$ cat src/rtl/assert_macros.svh
// assertion macros used by the top-level rtl file
`ifndef ASSERT_MACROS_SVH
`define ASSERT_MACROS_SVH

// same-cycle implication, checked on clk, off while in reset
`define KHC_ASSERT_IMPL(lbl, ante, cons) \
  lbl: assert property (@(posedge clk) disable iff (!rst_n) (ante) |-> (cons)) \
    else $error("keyed hash cache assertion failed");

// next-cycle implication
`define KHC_ASSERT_NEXT(lbl, ante, cons) \
  lbl: assert property (@(posedge clk) disable iff (!rst_n) (ante) |=> (cons)) \
    else $error("keyed hash cache assertion failed");

`endif

$ cat src/rtl/khc_pkg.sv
// shared constants and types of the keyed hash cache
`default_nettype none

package khc_pkg;

  localparam int CACHE_ENTRIES = 16;
  localparam int IDX_W         = (CACHE_ENTRIES > 1) ? $clog2(CACHE_ENTRIES) : 1;
  localparam int CNT_W         = $clog2(CACHE_ENTRIES + 1);

  localparam int LANES         = 4;
  localparam int LANE_IDX_W    = $clog2(LANES);
  localparam int WORD_W        = 64;
  localparam int HALF_W        = WORD_W / 2;
  localparam int LANE_BYTES    = WORD_W / 8;
  localparam int BYTE_IDX_W    = $clog2(LANE_BYTES);
  localparam int NB_W          = $clog2(LANE_BYTES + 1);
  localparam int BLOCK_BYTES   = LANES * LANE_BYTES;
  localparam int VB_W          = 6;
  localparam int ENTRY_COUNT_W = 5;
  localparam int STEP_W        = 2;
  localparam logic [STEP_W-1:0] STEP_LAST = 2'd3;

  localparam logic OP_LOOKUP = 1'b0;
  localparam logic OP_ADD    = 1'b1;

  typedef struct packed {
    logic              load;
    logic              fresh;
    logic              run;
    logic [STEP_W-1:0] step;
  } lane_ctl_t;

  typedef struct packed {
    logic cmp;
    logic upd;
    logic op;
  } cache_ctl_t;

  typedef struct packed {
    logic             hit;
    logic             ovf;
    logic [CNT_W-1:0] count;
  } cache_res_t;

endpackage

`default_nettype wire

$ cat src/rtl/khc_lane.sv
// one hash lane: byte merge and stepped multiply-xor mix
`default_nettype none

module khc_lane (
  input  wire                                 clk,
  input  wire khc_pkg::lane_ctl_t             ctl,
  input  wire [khc_pkg::LANE_IDX_W-1:0]       lane_idx,
  input  wire [khc_pkg::WORD_W-1:0]           nonce,
  input  wire [khc_pkg::WORD_W-1:0]           new_v,
  input  wire [khc_pkg::VB_W-1:0]             vb,
  output logic [khc_pkg::WORD_W-1:0]          hash
);

  logic [khc_pkg::WORD_W-1:0]  val_r, hash_r, sum_r, p_r;
  logic [khc_pkg::HALF_W-1:0]  q_r;
  logic [khc_pkg::WORD_W-1:0]  old_v, merged, prod, mixed;
  logic [khc_pkg::VB_W-1:0]    lo, diff;
  logic [khc_pkg::NB_W-1:0]    nb;
  logic [khc_pkg::HALF_W-1:0]  mul_a, mul_b;
  logic [khc_pkg::WORD_W-1:0]  mul_p;

  // bytes past the valid count keep the previous block's bytes, or are zero at a message start
  always_comb begin
    lo    = khc_pkg::VB_W'({lane_idx, {khc_pkg::BYTE_IDX_W{1'b0}}});
    diff  = vb - lo;
    old_v = ctl.fresh ? '0 : val_r;
    if (vb <= lo) begin
      nb = '0;
    end else if (diff >= khc_pkg::VB_W'(khc_pkg::LANE_BYTES)) begin
      nb = khc_pkg::NB_W'(khc_pkg::LANE_BYTES);
    end else begin
      nb = diff[khc_pkg::NB_W-1:0];
    end
    for (int b = 0; b < khc_pkg::LANE_BYTES; b++) begin
      merged[b*8 +: 8] = (khc_pkg::NB_W'(b) < nb) ? new_v[b*8 +: 8] : old_v[b*8 +: 8];
    end
  end

  // low 64 bits of hash*val from three 32x32 partial products
  always_comb begin
    mul_a = (ctl.step == 2'd2) ? hash_r[khc_pkg::WORD_W-1:khc_pkg::HALF_W]
                               : hash_r[khc_pkg::HALF_W-1:0];
    mul_b = (ctl.step == 2'd1) ? val_r[khc_pkg::WORD_W-1:khc_pkg::HALF_W]
                               : val_r[khc_pkg::HALF_W-1:0];
    mul_p = mul_a * mul_b;
    prod  = p_r + {q_r, {khc_pkg::HALF_W{1'b0}}};
    mixed = sum_r + {prod[khc_pkg::WORD_W-2:0], 1'b0};
  end

  always_ff @(posedge clk) begin
    if (ctl.load) begin
      val_r <= merged;
      if (ctl.fresh) begin
        hash_r <= nonce;
      end
    end else if (ctl.run) begin
      case (ctl.step)
        2'd0: begin
          p_r   <= mul_p;
          sum_r <= hash_r + val_r;
        end
        2'd1: q_r <= mul_p[khc_pkg::HALF_W-1:0];
        2'd2: q_r <= q_r + mul_p[khc_pkg::HALF_W-1:0];
        default: hash_r <= mixed ^ {{khc_pkg::HALF_W{1'b0}},
                                    mixed[khc_pkg::WORD_W-1:khc_pkg::HALF_W]};
      endcase
    end
  end

  assign hash = hash_r;

endmodule

`default_nettype wire

$ cat config.mk
export PLATFORM = sky130hd
export DESIGN_NAME = khc_lane
export DESIGN_NICKNAME = d
export VERILOG_FILES = /design/src/rtl/assert_macros.svh /design/src/rtl/khc_pkg.sv /design/src/rtl/khc_lane.sv
export SDC_FILE = /design/constraint.sdc
export NUM_CORES = 2
export LEC_CHECK = 0
export BUFFER_PORTS_ARGS = -buffer_cell sky130_fd_sc_hd__buf_2
export CAP_MARGIN = 0
export CORE_MARGIN = 1.5
export CORE_UTILIZATION = 38
export CTS_BUF_LIST = sky130_fd_sc_hd__clkbuf_2 sky130_fd_sc_hd__clkbuf_4 sky130_fd_sc_hd__clkbuf_8
export CTS_CLUSTER_SIZE = 25
export DETAILED_ROUTE_END_ITERATION = 8
export PLACE_DENSITY = 0.57
export SLEW_MARGIN = 10
export SYNTH_ARGS = -nofsm -noshare
export SYNTH_HDL_FRONTEND = slang
export SYNTH_SLANG_ARGS = --single-unit
export TNS_END_PERCENT = 30
$ cat constraint.sdc
create_clock -name clk -period 11.9 [get_ports clk]
set_input_delay 0.595 -clock clk [delete_from_list [all_inputs] [get_ports clk]]
set_output_delay 0.595 -clock clk [all_outputs]
set_load 0.01 [all_outputs]
==> run summary <==
Pre-antenna DRT Iters: 6
Synth top area share: 33.44%
Worst EP arrival: 10.54 ns
Critical path type: in2reg
Drc violations: 0
# H-tree levels: 2
Setup TNS: 0 ns
Cell mode on critical path: fa_1
Critical path peak fanout: 13
RSZ-0062 raised after global routing: false
Tcrit/Tclk final: 85.29%
Vias in the first global route: 44,330
Worst Slack Setup Final: 1.750 ns
Async SR Flop Fraction: 0%
Commonest non-fill, non-tap cell in the layout: inv_1
Library cells used by synthesis: 82
Initial Utilization: 38.48%
GRT busiest layer: met2
HP Class: in2reg
Global Route Usage Sum: 30.36%
Routed WL: 220.8 mm
Delay of the slowest critical-path stage: 0.94 ns
Number of flops mapped to enable cells by yosys: 286
Grt met3 use: 5.851%
Core area: 140,000 µm²
Crit. End Element: flip-flop
Post-CTS setup buffers: 0
Slowest stage cell, crit path: mux2i_2
Cell taking the most area after synthesis: fa_1
Minimum clock period: 10.15 ns
Root Buffer Master: clkbuf_8
Max cap viols: 0
Die Height: 379.6 µm
Avg Cell Area, Syn: 9.184 µm²
Hold_ws: 0.1991 ns
Average wire per standard cell: 27.97 µm
Fin. Hold Viols: 0
CTS hold repair buffers: 0
Vias: 44,530
IO Count: 206
Met1 global-route usage: 42.51%
Clock Latency Late Sink: 0.67 ns
Yosys warning total: 0
Die Width: 379.6 µm
Synth Instances: 5,867
First-pass GRT wire length: 315.4 mm
Initial antenna violation count: 26
Outcome: completed
Count of final setup violators: 0
Largest net degree at the start of global routing: 70
Syn Nets: 7,361
Most frequent cells in the layout: inv_1, fa_1, nand2_1
Die footprint: 144,100 µm²
Post-DP HPWL: 184.4 mm
Fin nets: 7,476
CTS buffer count: 47
Worst Path Required: 12.29 ns
Placed inst area: 57,420 µm²
Drt via density: 5.641
Final Wtd Congestion: 0.9926
Max-slew headroom: 16.28%
Fillers: 14,090
Post-CTS sizing: 0
Grt total ovfl: 0
Worst-path clk slew: 0.07 ns
Row Count: 137
IO buf count: 205
CTS tree: done
Mapped cell area: 53,880 µm²
Pre-CTS WS: 1.246 ns
Max Freq: 0.09852 GHz
Final instance area: 58,320 µm²
Detail Route Antenna Nets: 0
CTS max path bufs: 3
Share of cells above drive strength 1: 9.593%
Top_reg_cell synth: edfxtp_1
Register bit count reported by yosys: 286
Synth area leaders: fa_1, edfxtp_1, ha_1
Seq/Total Area, Yosys: 15.94%
Drt initial violations: 4,737
Fin. max-slew vios: 0
Type of origin of the critical path: primary input
Measured slew at the worst slew-check pin: 1.243 ns
Clock sinks: 286
Clock Skew: 0.02906 ns
Area grow syn2layout: 8.234%
Met2 Use GR: 46.07%
metrics by stage:
| stage | util (%) | std cells |
|---|---|---|
| CTS | 41.64 | 7891 |
| detailed placement | 41.00 | 7809 |
| floorplan | - | 5867 |
| finish | 41.64 | 7894 |
| global route | 41.64 | 7894 |
| global placement | 40.99 | 7808 |
worst paths after layout:
kind	cells past startpoint	startpoint	end	slack, ns
setup / recovery	33	ctl[1]	q_r[30]$_DFFE_PP_	1.75
hold / removal	2	new_v[61]	val_r[61]$_SDFFCE_PN0P_	0.20
setup reg to reg	30	val_r[35]$_SDFFCE_PN0P_	q_r[30]$_DFFE_PP_	2.03
hold reg to reg	1	val_r[0]$_SDFFCE_PP0P_	sum_r[0]$_DFFE_PP_	0.67
cell families after synthesis:
kind of cell             synth area share (%)
AND/OR/NAND/NOR                         13.42
adder cells (fa/ha/maj)                 43.93
buffers and inverters                   8.503
AO/OA/AOI/OAI                           10.48
flip-flops                              15.94
XOR/XNOR                                4.435
multiplexers                            3.281
synthesized netlist by cell type, drive strengths merged, types with 5 or more instances:
cell type  count
o2111ai        6
nor2         589
o21a          27
o21bai        50
a41oi         10
xnor2        173
a221oi         8
a21o         161
xnor3          5
edfxtp       286
nor2b         24
a31o           5
o211a          6
and2          79
or2           12
nand3         45
a2111oi        9
o211ai         9
o31ai         14
inv          948
and4           8
clkbuf       245
ha           452
o31a           8
mux2i         63
and3          28
a21boi        13
a211o         10
nor3          31
a31oi         27
or3            9
buf           24
nand2b        28
xor2          87
mux2         101
a211oi        32
nand2        781
fa           900
a21oi        258
o21ai        185
nor4          10
nand4         53
layer usage:
| metal | wire length, µm | vias up |
|---|---|---|
| met5 | 126 | - |
| met4 | 10590 | 20 |
| met3 | 19490 | 479 |
| met2 | 96760 | 2072 |
| met1 | 93860 | 22920 |
| li1 | - | 19050 |
final cells by class:
class,count,area [µm²],area share [%]
Timing Repair Buffer,335,2034,3.488
Sequential cell,286,8588,14.73
Antenna cell,3,7.507,0.01287
Inverter,949,3562,6.108
Tap cell,1876,2347,4.025
Clock inverter,26,180.2,0.3089
Multi-Input combinational cell,4363,40890,70.11
Clock buffer,56,714.4,1.225
flip-flops by register name (all words and copies together), names as in the netlist:
| name | flops |
|---|---|
| q_r | 31 |
| p_r | 63 |
| hash | 64 |
| val_r | 64 |
| sum_r | 64 |
critical path: cells and delay by family:
| kind | cells | cell delay [ns] |
|---|---|---|
| XOR/XNOR | 3 | 0.52 |
| buffers and inverters | 7 | 0.83 |
| adder cells (fa/ha/maj) | 11 | 5.20 |
| AND/OR/NAND/NOR | 7 | 1.04 |
| AO/OA/AOI/OAI | 4 | 1.37 |
| multiplexers | 1 | 0.94 |
Power is left out: the tool's default activity adds up to more than one toggle a clock period on the data nets, which glitch-free logic cannot reach.
